===== src/rtl/tmpg_pkg.sv =====
`default_nettype none

package tmpg_pkg;

	localparam int DEF_TEXT_COLUMNS   = 53;
	localparam int DEF_LINE_PIXELS    = 320;
	localparam int DEF_FRAME_LINES    = 240;
	localparam int DEF_TEXT_RAM_DEPTH = 2048;

	localparam int CMD_W    = 2;
	localparam int ADDR_W   = 11;
	localparam int DATA_W   = 16;
	localparam int COLOUR_W = 16;

	localparam int GLYPH_WIDTH  = 6;
	localparam int GLYPH_HEIGHT = 8;
	localparam int FONT_LINE_W  = 3;
	localparam int GLYPH_BIT_W  = 3;
	localparam int CODE_W       = 8;
	localparam int ATTR_W       = 8;
	localparam int NIBBLE_W     = 4;

	localparam int FONT_DEPTH    = 2048;
	localparam int FONT_AW       = 11;
	localparam int PALETTE_DEPTH = 16;
	localparam int PALETTE_AW    = 4;

	localparam logic [NIBBLE_W-1:0] NIBBLE_MASK   = 4'hF;
	localparam logic [COLOUR_W-1:0] BORDER_COLOUR = 16'h0000;

	localparam logic [CMD_W-1:0] CMD_WR_TEXT    = 2'd0;
	localparam logic [CMD_W-1:0] CMD_WR_FONT    = 2'd1;
	localparam logic [CMD_W-1:0] CMD_WR_PALETTE = 2'd2;
	localparam logic [CMD_W-1:0] CMD_EMIT       = 2'd3;

	typedef struct packed {
		logic [CMD_W-1:0]  command;
		logic [ADDR_W-1:0] address;
		logic [DATA_W-1:0] write_data;
	} in_item_t;

	typedef struct packed {
		logic [COLOUR_W-1:0] pixel;
		logic                line_end;
		logic                frame_end;
	} out_item_t;

	// Position of the pixel about to be emitted.
	typedef struct packed {
		logic                   border;
		logic                   line_end;
		logic                   frame_end;
		logic [FONT_LINE_W-1:0] font_line;
		logic [GLYPH_BIT_W-1:0] glyph_bit;
	} raster_t;

endpackage

`default_nettype wire


===== src/rtl/tmpg_raster.sv =====
`default_nettype none

module tmpg_raster
	import tmpg_pkg::*;
#(
	parameter int TEXT_COLUMNS   = DEF_TEXT_COLUMNS,
	parameter int LINE_PIXELS    = DEF_LINE_PIXELS,
	parameter int FRAME_LINES    = DEF_FRAME_LINES,
	parameter int TEXT_RAM_DEPTH = DEF_TEXT_RAM_DEPTH,
	localparam int TEXT_AW = $clog2(TEXT_RAM_DEPTH)
) (
	input  wire logic               clk,
	input  wire logic               arst_n,
	input  wire logic               step,
	output raster_t                 pos,
	output logic      [TEXT_AW-1:0] cell_index
);

	localparam int X_W   = $clog2(LINE_PIXELS);
	localparam int Y_W   = $clog2(FRAME_LINES);
	localparam int COL_W = $clog2((LINE_PIXELS - 2) / GLYPH_WIDTH + 1);
	localparam int CMP_W = 8;
	localparam int SUM_W = TEXT_AW + 1;

	localparam logic [X_W-1:0]         X_LAST    = X_W'(LINE_PIXELS - 1);
	localparam logic [Y_W-1:0]         Y_LAST    = Y_W'(FRAME_LINES - 1);
	localparam logic [GLYPH_BIT_W-1:0] BIT_LAST  = GLYPH_BIT_W'(GLYPH_WIDTH - 1);
	localparam logic [FONT_LINE_W-1:0] ROW_LAST  = FONT_LINE_W'(GLYPH_HEIGHT - 1);
	localparam logic [SUM_W-1:0]       DEPTH_S   = SUM_W'(TEXT_RAM_DEPTH);
	localparam logic [SUM_W-1:0]       COLUMNS_S = SUM_W'(TEXT_COLUMNS);

	logic [X_W-1:0]         x_q;
	logic [Y_W-1:0]         y_q;
	logic [COL_W-1:0]       col_q;
	logic [GLYPH_BIT_W-1:0] bit_q;
	logic [TEXT_AW-1:0]     base_q;

	logic               last_x;
	logic               last_y;
	logic [SUM_W-1:0]   cell_sum;
	logic [SUM_W-1:0]   base_sum;
	logic [TEXT_AW-1:0] base_next;

	assign last_x = (x_q >= X_LAST);
	assign last_y = (y_q >= Y_LAST);

	// Cell index stays below twice the depth, so one subtract wraps it.
	assign cell_sum   = {1'b0, base_q} + SUM_W'(col_q);
	assign cell_index = (cell_sum >= DEPTH_S) ? TEXT_AW'(cell_sum - DEPTH_S)
	                                          : TEXT_AW'(cell_sum);

	assign base_sum  = {1'b0, base_q} + COLUMNS_S;
	assign base_next = (base_sum >= DEPTH_S) ? TEXT_AW'(base_sum - DEPTH_S)
	                                         : TEXT_AW'(base_sum);

	always_comb begin
		pos.border    = (x_q == '0) || last_x || (CMP_W'(col_q) >= CMP_W'(TEXT_COLUMNS));
		pos.line_end  = last_x;
		pos.frame_end = last_x && last_y;
		pos.font_line = y_q[FONT_LINE_W-1:0];
		pos.glyph_bit = bit_q;
	end

	always_ff @(posedge clk or negedge arst_n) begin
		if (!arst_n) begin
			x_q    <= '0;
			y_q    <= '0;
			col_q  <= '0;
			bit_q  <= '0;
			base_q <= '0;
		end else if (step) begin
			if (last_x) begin
				x_q   <= '0;
				col_q <= '0;
				bit_q <= '0;
				if (last_y) begin
					y_q    <= '0;
					base_q <= '0;
				end else begin
					y_q <= y_q + 1'b1;
					if (y_q[FONT_LINE_W-1:0] == ROW_LAST) begin
						base_q <= base_next;
					end
				end
			end else begin
				x_q <= x_q + 1'b1;
				// the left border pixel leaves the glyph column where it is
				if (x_q != '0) begin
					if (bit_q == BIT_LAST) begin
						bit_q <= '0;
						col_q <= col_q + 1'b1;
					end else begin
						bit_q <= bit_q + 1'b1;
					end
				end
			end
		end
	end

endmodule

`default_nettype wire


===== config.mk =====
export PLATFORM = sky130hd
export DESIGN_NAME = tmpg_raster
export DESIGN_NICKNAME = d
export VERILOG_FILES = /design/src/rtl/tmpg_pkg.sv /design/src/rtl/tmpg_raster.sv
export SDC_FILE = /design/constraint.sdc
export NUM_CORES = 1
export LEC_CHECK = 0
export BUFFER_PORTS_ARGS = -buffer_cell sky130_fd_sc_hd__buf_4
export CAP_MARGIN = 20
export CORE_MARGIN = 2
export CORE_UTILIZATION = 55
export DETAILED_ROUTE_END_ITERATION = 10
export PLACE_DENSITY = 0.79
export SETUP_SLACK_MARGIN = 0.4
export SYNTH_ARGS = -nofsm -noshare
export SYNTH_HDL_FRONTEND = slang
export SYNTH_SLANG_ARGS = --single-unit
export TNS_END_PERCENT = 100

===== constraint.sdc =====
create_clock -name clk -period 2.1 [get_ports clk]
set_input_delay 0.315 -clock clk [delete_from_list [all_inputs] [get_ports clk]]
set_output_delay 0.315 -clock clk [all_outputs]
set_load 0.05 [all_outputs]

# --- Yosys cells after proc, flatten, opt, wreduce, memory -nomap -nowiden ---
# Index checks and enable logic that the tools add are counted.
op_classes:
  mux: 12
  n_lt_le_gt_ge: 5
  n_eq_ne: 2
  reduce_logical: 12
  add_sub_neg: 8
ops:
  columns: ["op", "n"]
  rows:
  - ["$mux W11", 4]
  - ["$ge A12 B12 Y1 const B", 2]
  - ["$sub A11 B1 Y11 const B", 2]
  - ["$mux W6", 3]
  - ["$add A11 B6 Y12", 1]
  - ["$add A11 B6 Y12 const B", 1]
  - ["$add A9 B1 Y9 const B", 1]
  - ["$ge A9 B9 Y1 const B", 1]
  - ["$logic_not A9 Y1", 1]
  - ["$mux W3", 3]
  - ["$mux W9", 1]
  - ["$reduce_bool A9 Y1", 1]
  - ["$add A8 B1 Y8 const B", 1]
  - ["$ge A8 B8 Y1 const B", 1]
  - ["$mux W8", 1]
  - ["$add A6 B1 Y6 const B", 1]
  - ["$eq A3 B3 Y1 const B", 2]
  - ["$ge A6 B6 Y1 const B", 1]
  - ["$reduce_and A3 Y1", 2]
  - ["$reduce_bool A2 Y1", 3]
  - ["$reduce_and A2 Y1", 2]
  - ["$add A3 B1 Y3 const B", 1]
  - ["$logic_or A1 B1 Y1", 2]
  - ["$logic_and A1 B1 Y1", 1]
word_totals:
  inputBits: 3
  ff_bits: 37
  out_inout_bits: 20
  word_cells: 44

# --- Logic depth before layout (Yosys ltp) ---
# Gate-level depths: netlist of run 1.
logic_depth:
  ltp_word: 5
  ltp_mapped: 7
  depth_no_buf: 7

# --- Worst setup path before layout of run 1 ---
# OpenSTA, ideal clock, no wires.
synth_timing:
  path_type: "flip-flop to output port"
  startpoint: "register col_q[0]"
  endpoint: "output port cell_index[10]"
  path_buffers: 0
  arrival_time_ps: 3191
  stages_incl_launch_ff: 8
  setup_slack_ps: -1406
  cell_sequence: "dfrtp_1 > ha_1 > inv_1 > fa_1 > nor2b_1 > o21a_1 > o21a_1 > o311ai_0"
synth_via:
  elab_chain_len: 3
  word_cells_on_any_way: 4
  classes_between: "add/sub (2); order compare (1); mux (1)"
synth_rtl:
  columns: ["element", "line_no", "source"]
  rows:
  - ["from (decl)", "tmpg_raster.sv:34", "logic [COL_W-1:0] col_q;"]
  - ["from (signal assigned)", "tmpg_raster.sv:91", "col_q <= col_q + 1'b1;"]
  - ["$add A11 B6 Y12 *", "tmpg_raster.sv:48", "assign cell_sum = {1'b0, base_q} + SUM_W'(col_q);"]
  - ["$sub A11 B1 Y11 / $ge A12 B12 Y1 (equally long branches)", "tmpg_raster.sv:49", "assign cell_index = (cell_sum >= DEPTH_S) ? TEXT_AW'(cell_sum - DEPTH_S)"]
  - ["$mux W11 *", "tmpg_raster.sv:49", null]
  - ["to (decl)", "tmpg_raster.sv:16", "output logic [TEXT_AW-1:0] cell_index"]
# Mark *: on every way between the ends. The rest lies on a longest branch, timed or not.

# --- Final worst setup path of run 1 ---
layout_timing:
  startpoint: "register base_q[2]"
  endpoint: "output port cell_index[6]"
layout_via:
  elab_chain_len: 3
  word_cells_on_any_way: 4
  classes_between: "add/sub (2); order compare (1); mux (1)"
layout_rtl:
  columns: ["element", "line_no", "source"]
  rows:
  - ["from (decl)", "tmpg_raster.sv:36", "logic [TEXT_AW-1:0] base_q;"]
  - ["from (signal assigned)", "tmpg_raster.sv:82", "base_q <= base_next;"]
  - ["$add A11 B6 Y12 *", "tmpg_raster.sv:48", null]
  - ["$sub A11 B1 Y11 / $ge A12 B12 Y1 (equally long branches)", "tmpg_raster.sv:49", null]
  - ["$mux W11 *", "tmpg_raster.sv:49", null]
# Marked as above.

==> results by group, run 1 <==
CTS
  – CTS tree: yes
  – Worst-Skew Late Latency: 290 ps
  – CTS buffer count: 5
  – CTS H-Tree Depth: 2
  – Clock Sink Count: 37
  – CTS max path bufs: 2
  – CTS root buf: clkbuf_8
  – Worst-path clk slew: 90 ps

Power
  – Pwr per Cell Area: 1310 nW/µm²
  – Max VDD drop: 0.000965 V
  – Comb pwr share: 64.5%
  – PnR Total Power: 5.56 mW
  – Net Sw Frac: 47.1%
  – Clock share of power: 13.6%
  – Switch Pwr: 2.62 mW
  – Seq pwr share: 21.8%
  – Pleak: 1.76 nW
  – Int Pwr: 2.94 mW

Yosys
  – Main synth FF type: dfrtp_1
  – Cells after Synth: 311
  – Synthesized cell area: 2730 µm²
  – Async set-reset flop share out of synthesis: 100%
  – Mean Syn Cell Area: 8.78 µm²
  – Synthesized Nets: 329
  – Ys Warns: 0
  – Synth top area share: 33.9%
  – Register bit total from synthesis: 37
  – Largest cells by area after synthesis: dfrtp_1 34%, ha_1 6.4%, o211ai_1 4.9%
  – EDFF count, synth: 0
  – Unique cell type count in the Yosys netlist: 58
  – Register area share after synthesis: 33.9%
  – Post-synth top area cell: dfrtp_1

Timing
  – Count of pins over their slew limit: 0
  – Max_slew headroom: 65.0%
  – Final worst path period need: 2430 ps
  – Finish-stage setup viols: 19
  – Max Freq: 411 MHz
  – Worst slew pin tran: 521 ps
  – Period utilisation layout: 116%
  – RSZ-0062 raised after global routing: true
  – Final hold vios: 0
  – Setup WS post-layout: -335 ps
  – Clock Skews: 13.2 ps

Final layout
  – N_diodes: 0
  – Area delta synth->final: 55.3%
  – Fraction of final layout cells sized beyond drive strength 1: 46.6%
  – Fin nets: 399
  – Commonest non-fill, non-tap cell in the layout: buf_4
  – Final instance area: 4240 µm²
  – Most frequent cells in the layout: 48 x buf_4, 32 x dfrtp_1, 29 x buf_6

Setup path
  – CP max stage cell: dfrtp_1
  – CP Launch Type: flip-flop
  – Crit path largest cell delay: 450 ps
  – Worst path required time: 1780 ps
  – Maximum fanout along the worst path: 5
  – Worst path cell trace: ha_4, nor2b_2, o21a_4, o21a_4, o311ai_4, buf_6
  – Crit end category: output pin
  – CP Class: flip-flop to output pin
  – CP arrival: 2120 ps
  – Worst path most repeated cell: o21a_4

Placed design
  – Input/output buffers: 22
  – Placer Congestion: 0.871
  – Final HPWL DP: 5030 µm
  – Post-Place Cell Area: 3260 µm²

Run status
  – Outcome: complete, but fails checks
  – Failing checks: negative setup slack

Route
  – Post-DRT Antenna Nets: 0
  – Vias: 3187
  – WL/cell: 24.3 µm
  – Drt initial violations: 395
  – Detail-routed via count per cell: 7.10
  – Drt pass-1 iters: 5
  – DRT Wirelength: 10900 µm
  – Drt drc: 0

GRT
  – Largest net degree at the start of global routing: 38
  – GR met1 Demand/Resource: 42.6%
  – First-pass GRT wire length: 14500 µm
  – Busiest grt layer: met2
  – Gr usage total: 33.9%
  – Gr ovfl total: 0
  – GR Util met3: 5.42%
  – Vias in the first global route: 2962
  – Initial antenna violation count: 0
  – GR Util met2: 59.3%

Run
  – Max cap viols: 0

Floorplanning
  – I/O pin total: 23
  – Num rows: 25
  – Chip Width: 74.5 µm
  – Die height: 74.5 µm
  – Core area: 4750 µm²
  – Initial core utilization: 57.4%
  – Die area: 5550 µm²

Hold path
  – Worst min path class: primary input to flip-flop
-- power by group through the flow --
stage                     Combinational (mW)  Sequential [mW]  Clock [mW]
after detailed placement                2.02             1.12           0
after global routing                    3.74             1.22       0.792
after floorplan                         1.45             1.15           0
after global placement                  1.97             1.11           0
final                                   3.59             1.22       0.758
after CTS                               2.92             1.12       0.760
-- registers in the layout, indices dropped and copies added, names as in the netlist --
| signal | cells |
|---|---|
| base_q | 11 |
| bit_q | 3 |
| col_q | 6 |
| x_q | 9 |
| y_q | 8 |
-- final cells by class --
class                           instances  area (µm²)
Clock inverter                          3        68.8
Sequential cell                        37         932
Multi-Input combinational cell        235        2220
Timing Repair Buffer                   84         797
Clock buffer                            5        68.8
Fill cell                             179         513
Inverter                               18        72.6
Tap cell                               67        83.8
-- worst max-delay path: cells and delay by family, from the launching register on --
| family | cells | cell delay (ps) |
|---|---|---|
| adders and majority gates | 1 | 300 |
| DFF | 1 | 450 |
| buffers and inverters | 1 | 190 |
| and+or+nand+nor | 1 | 160 |
| AOI/OAI and AO/OA | 3 | 730 |
-- per-stage QoR --
stage	setup slack, ps	utilization, %	std cells	hold WS (ps)	setup TNS, ps
global placement	-37.7	68.7	409	302	-37.7
global route	-379	89.2	449	296	-3370
finish	-335	89.2	449	314	-2410
detailed placement	-63.7	68.7	409	306	-96.0
floorplan	-68.9	-	311	19.4	-356
CTS	-277	83.8	440	286	-1430
-- cell usage after synthesis, types with 4 or more instances --
| library cell | number |
|---|---|
| xnor2_1 | 4 |
| buf_2 | 4 |
| o21a_1 | 6 |
| a22o_1 | 5 |
| nand2_1 | 18 |
| nand2b_1 | 8 |
| a21oi_1 | 13 |
| dfrtp_1 | 37 |
| nor4_1 | 4 |
| a32o_1 | 6 |
| nor3_1 | 5 |
| or3_1 | 4 |
| inv_1 | 16 |
| o221ai_1 | 4 |
| o311ai_0 | 4 |
| o211ai_1 | 18 |
| clkbuf_1 | 10 |
| a21o_1 | 6 |
| nand3_1 | 12 |
| nor2b_1 | 7 |
| a211o_1 | 5 |
| nor2_1 | 21 |
| and3_1 | 4 |
| nor3b_1 | 4 |
| buf_4 | 5 |
| ha_1 | 14 |
| o21ai_0 | 19 |
-- layer usage --
layer  up-vias  part of all wire (%)
met5         -                     0
met4         0                   5.2
met3        79                   9.5
met2       290                    50
met1      1503                    36
li1       1315                     -
-- what timing repair did --
action / in CTS / in global routing
endpoints found under the setup margin: 44 / 50
hold endpoints to repair: 26 / 0
setup buffers: 20 / 9
hold buffers: 1 / 0
gates cloned: 2 / 0
pin swaps: 44 / 24
gates resized for setup: 97 / 39
-- cell families after synthesis --
family          Yosys count  synth area share [%]
xor+xnor                  7                  2.24
buf+inv                  39                  6.32
flops                    37                  33.9
mux                       2                 0.779
fa+ha+maj                15                  7.15
compound gates          110                  29.6
simple gates            101                  20.0
-- final timing paths --
check	depth (start not counted)	slack [ps]	from	endpoint
min reg2reg	2	630	y_q[7]$_DFFE_PN0P_	y_q[7]$_DFFE_PN0P_
max	6	-330	base_q[2]$_DFFE_PN0P_	cell_index[6]
min	2	310	step	x_q[0]$_DFFE_PN0P_
max reg2reg	10	-140	x_q[0]$_DFFE_PN0P_	x_q[3]$_DFFE_PN0P_
min in group asynchronous	2	560	arst_n	x_q[1]$_DFFE_PN0P_
max in group asynchronous	2	1180	arst_n	col_q[3]$_DFFE_PN0P_
(Power assumes the default switching activity.)
==> run 2: changes to the inputs <==
- ABC_AREA: unset -> 1
- SLEW_MARGIN: unset -> 20
==> results by group, run 2 <==
Yosys
  – Post-synth top cells: 120 x nand2_1, 52 x nand3_1, 47 x inv_1, 37 x dfrtp_1, 30 x nor2_1
  – Unique cell type count in the Yosys netlist: 31 (-47%)
  – Synthesized cell area: 2630 µm² (-3.6%)
  – Main synth FF type: dfrtp_1
  – Ys Warns: 0 (unchanged)
  – Synthesized Nets: 393 (+19%)
  – Async set-reset flop share out of synthesis: 100% (unchanged)
  – Synth top area share: 35.2% (+1.3 points)
  – Cells after Synth: 375 (+21%)
  – Most numerous cell in the Yosys netlist: nand2_1
  – Mean Syn Cell Area: 7.02 µm² (-20%)
  – Register bit total from synthesis: 37 (unchanged)
  – Register area share after synthesis: 35.2% (+1.3 points)
  – Post-synth top area cell: dfrtp_1
  – EDFF count, synth: 0 (unchanged)
  – Largest cells by area after synthesis: dfrtp_1 35%, nand2_1 17%, nand3_1 9.9%

Final layout
  – FF/Latch Area: 927 µm² (-0.54%)
  – Most frequent cells in the layout: 107 x nand2_1, 47 x nand3_1, 40 x inv_1
  – Top reg by flops: base_q
  – N_diodes: 0 (unchanged)
  – Fraction of final layout cells sized beyond drive strength 1: 32.4% (-14 points)
  – Area delta synth->final: 38.4%
  – Largest registers: base_q (11), x_q (9), y_q (8)
  – Max FFs per register: 11 (unchanged)
  – # fillers: 323 (+80%)
  – Commonest non-fill, non-tap cell in the layout: nand2_1
  – Fin nets: 452 (+13%)
  – Multi-input gate area: 1770 µm² (-20%)

Floorplanning
  – Core area: 4660 µm² (-2.0%)
  – Die height: 73.2 µm (-1.7%)
  – Chip Width: 73.2 µm (-1.7%)
  – Initial core utilization: 56.5% (-0.96 points)
  – Die area: 5360 µm² (-3.4%)
  – I/O pin total: 23 (unchanged)
  – Num rows: 25 (unchanged)

CTS
  – CTS H-Tree Depth: 2 (unchanged)
  – CTS root buf: clkbuf_8
  – Clock Sink Count: 37 (unchanged)
  – CTS max path bufs: 2 (unchanged)
  – Worst-path clk slew: 70 ps (-20 ps)
  – CTS buffer count: 5 (unchanged)
  – Worst-Skew Late Latency: 300 ps (about the same)
  – CTS tree: yes

GRT
  – Largest net degree at the start of global routing: 38 (unchanged)
  – First-pass GRT wire length: 10800 µm (-25%)
  – Vias in the first global route: 2471 (-17%)
  – Gr usage total: 26.5% (-7.4 points)
  – Gr ovfl total: 0 (unchanged)
  – Initial antenna violation count: 0 (unchanged)

Timing
  – RSZ-0062 raised after global routing: true
  – Max_slew headroom: 69.4% (+4.4 points)
  – Worst slew pin tran: 460 ps (-61.4 ps)
  – Max Freq: 424 MHz (+3.2%)
  – Setup WS post-layout: -259 ps (+75.8 ps)
  – Final hold vios: 0 (unchanged)
  – Final worst path period need: 2360 ps (-75.8 ps)
  – Clock Skews: 5.99 ps (-7.21 ps)
  – Count of pins over their slew limit: 0 (unchanged)
  – Finish-stage setup viols: 6 (-13)
  – Post-route setup TNS: -949 ps (+1470 ps)
  – Period utilisation layout: 112% (-3.6 points)

Run status
  – Failing checks: negative setup slack
  – Outcome: complete, but fails checks

Setup path
  – CP arrival: 2040 ps (-80 ps)
  – Worst path required time: 1780 ps (about the same)
  – CP Launch Type: flip-flop
  – CP Class: flip-flop to output pin
  – Crit end category: output pin
  – Maximum fanout along the worst path: 5 (unchanged)

Placed design
  – Input/output buffers: 22 (unchanged)
  – Placer Congestion: 0.871 (about the same)
  – Final HPWL DP: 4140 µm (-18%)

Route
  – Drt initial violations: 157 (-60%)
  – DRT Wirelength: 6600 µm (-39%)
  – Vias: 2609 (-18%)
  – Detail-routed via count per cell: 5.34 (-25%)
  – Drt pass-1 iters: 4 (-1)
  – Drt drc: 0 (unchanged)
  – Post-DRT Antenna Nets: 0 (unchanged)
  – WL/cell: 13.5 µm (-44%)

Run
  – Max cap viols: 0 (unchanged)

Power
  – PnR Total Power: 3.22 mW (-42%)
  – Max VDD drop: 0.000681 V (-29%)
  – Pwr per Cell Area: 883 nW/µm² (-33%)
  – Pleak: 1.90 nW (+8.4%)

Hold path
  – Worst min path class: primary input to flip-flop
[run 2: cell count changes after synthesis, moves of 8 or more]
cell      previous run  this run
a21oi_1             13         4
inv_1               16        47
nand2_1             18       120
nand2b_1             8         0
nand3_1             12        52
nor2_1              21        30
o211ai_1            18         2
o21ai_0             19         3
o21ai_1              0         9
[run 2: repair_timing]
action	in CTS	in global routing
hold endpoints to repair	37	0
cloned	0	0
resized for setup	50	20
hold buffers	1	0
setup buffers	18	6
pin swaps	14	7
endpoints found under the setup margin	20	29
[run 2: worst paths after layout]
kind,start,endpoint,slack (ps),cells past startpoint
worst max-delay path,col_q[0]$_DFFE_PN0P_,cell_index[6],-260,10
max in group asynchronous,arst_n,col_q[2]$_DFFE_PN0P_,1240,2
min in group asynchronous,arst_n,x_q[2]$_DFFE_PN0P_,520,2
worst min register to register,y_q[7]$_DFFE_PN0P_,y_q[7]$_DFFE_PN0P_,540,2
worst max register to register,x_q[0]$_DFFE_PN0P_,x_q[2]$_DFFE_PN0P_,200,14
worst min-delay path,step,x_q[1]$_DFFE_PN0P_,310,2
[run 2: cell type report]
class                           instances  share of cell area [%]
Multi-Input combinational cell        276                    48.5
Sequential cell                        37                    25.4
Timing Repair Buffer                   63                    16.0
Inverter                               51                    5.43
Clock buffer                            7                    2.64
Tap cell                               54                    1.85
Clock inverter                          1                   0.137
[run 2: cell families after synthesis]
| group | count (synthesis) | synth area share, % |
|---|---|---|
| simple gates | 219 | 35.6 |
| xor+xnor | 14 | 4.66 |
| fa+ha+maj | 15 | 7.41 |
| compound gates | 28 | 7.03 |
| buf+inv | 62 | 10.1 |
| flops | 37 | 35.2 |
[run 2: per-stage QoR]
stage                     cells  worst slack (ps)  hold WS [ps]  area, µm²  utilization [%]
final                       489              -259           311       3640             78.2
after global routing        489              -350           323       3640             78.2
after CTS                   483              -198           297       3500             75.2
after detailed placement    456             -99.8           306       3090             66.2
after global placement      456             -44.5           305       3090             66.2
after floorplan             375              20.8          19.4       2810                -
[run 2: worst max-delay path: stages, from the launching register on]
cell and delay [ps]:
dfrtp_1 360, ha_2 190, inv_2 40, fa_2 340, inv_2 50, nand2_1 50, o211ai_1 100, buf_4 180
buf_6 110, xor2_4 140, buf_6 170
[run 2: power breakdown]
group          total, mW  internal, mW  switching, mW
clock              0.558         0.297          0.261
combinational       1.65         0.675          0.977
sequential          1.01         0.860          0.145
total               3.22          1.83           1.38
[run 2: per-layer routing]
layer	share of wire [%]	vias up	GRT usage (%)
met5	0	-	0
met4	2.7	0	12.8
met3	3.5	15	5.25
met2	52	60	44.9
met1	42	1235	32.0
li1	-	1299	-
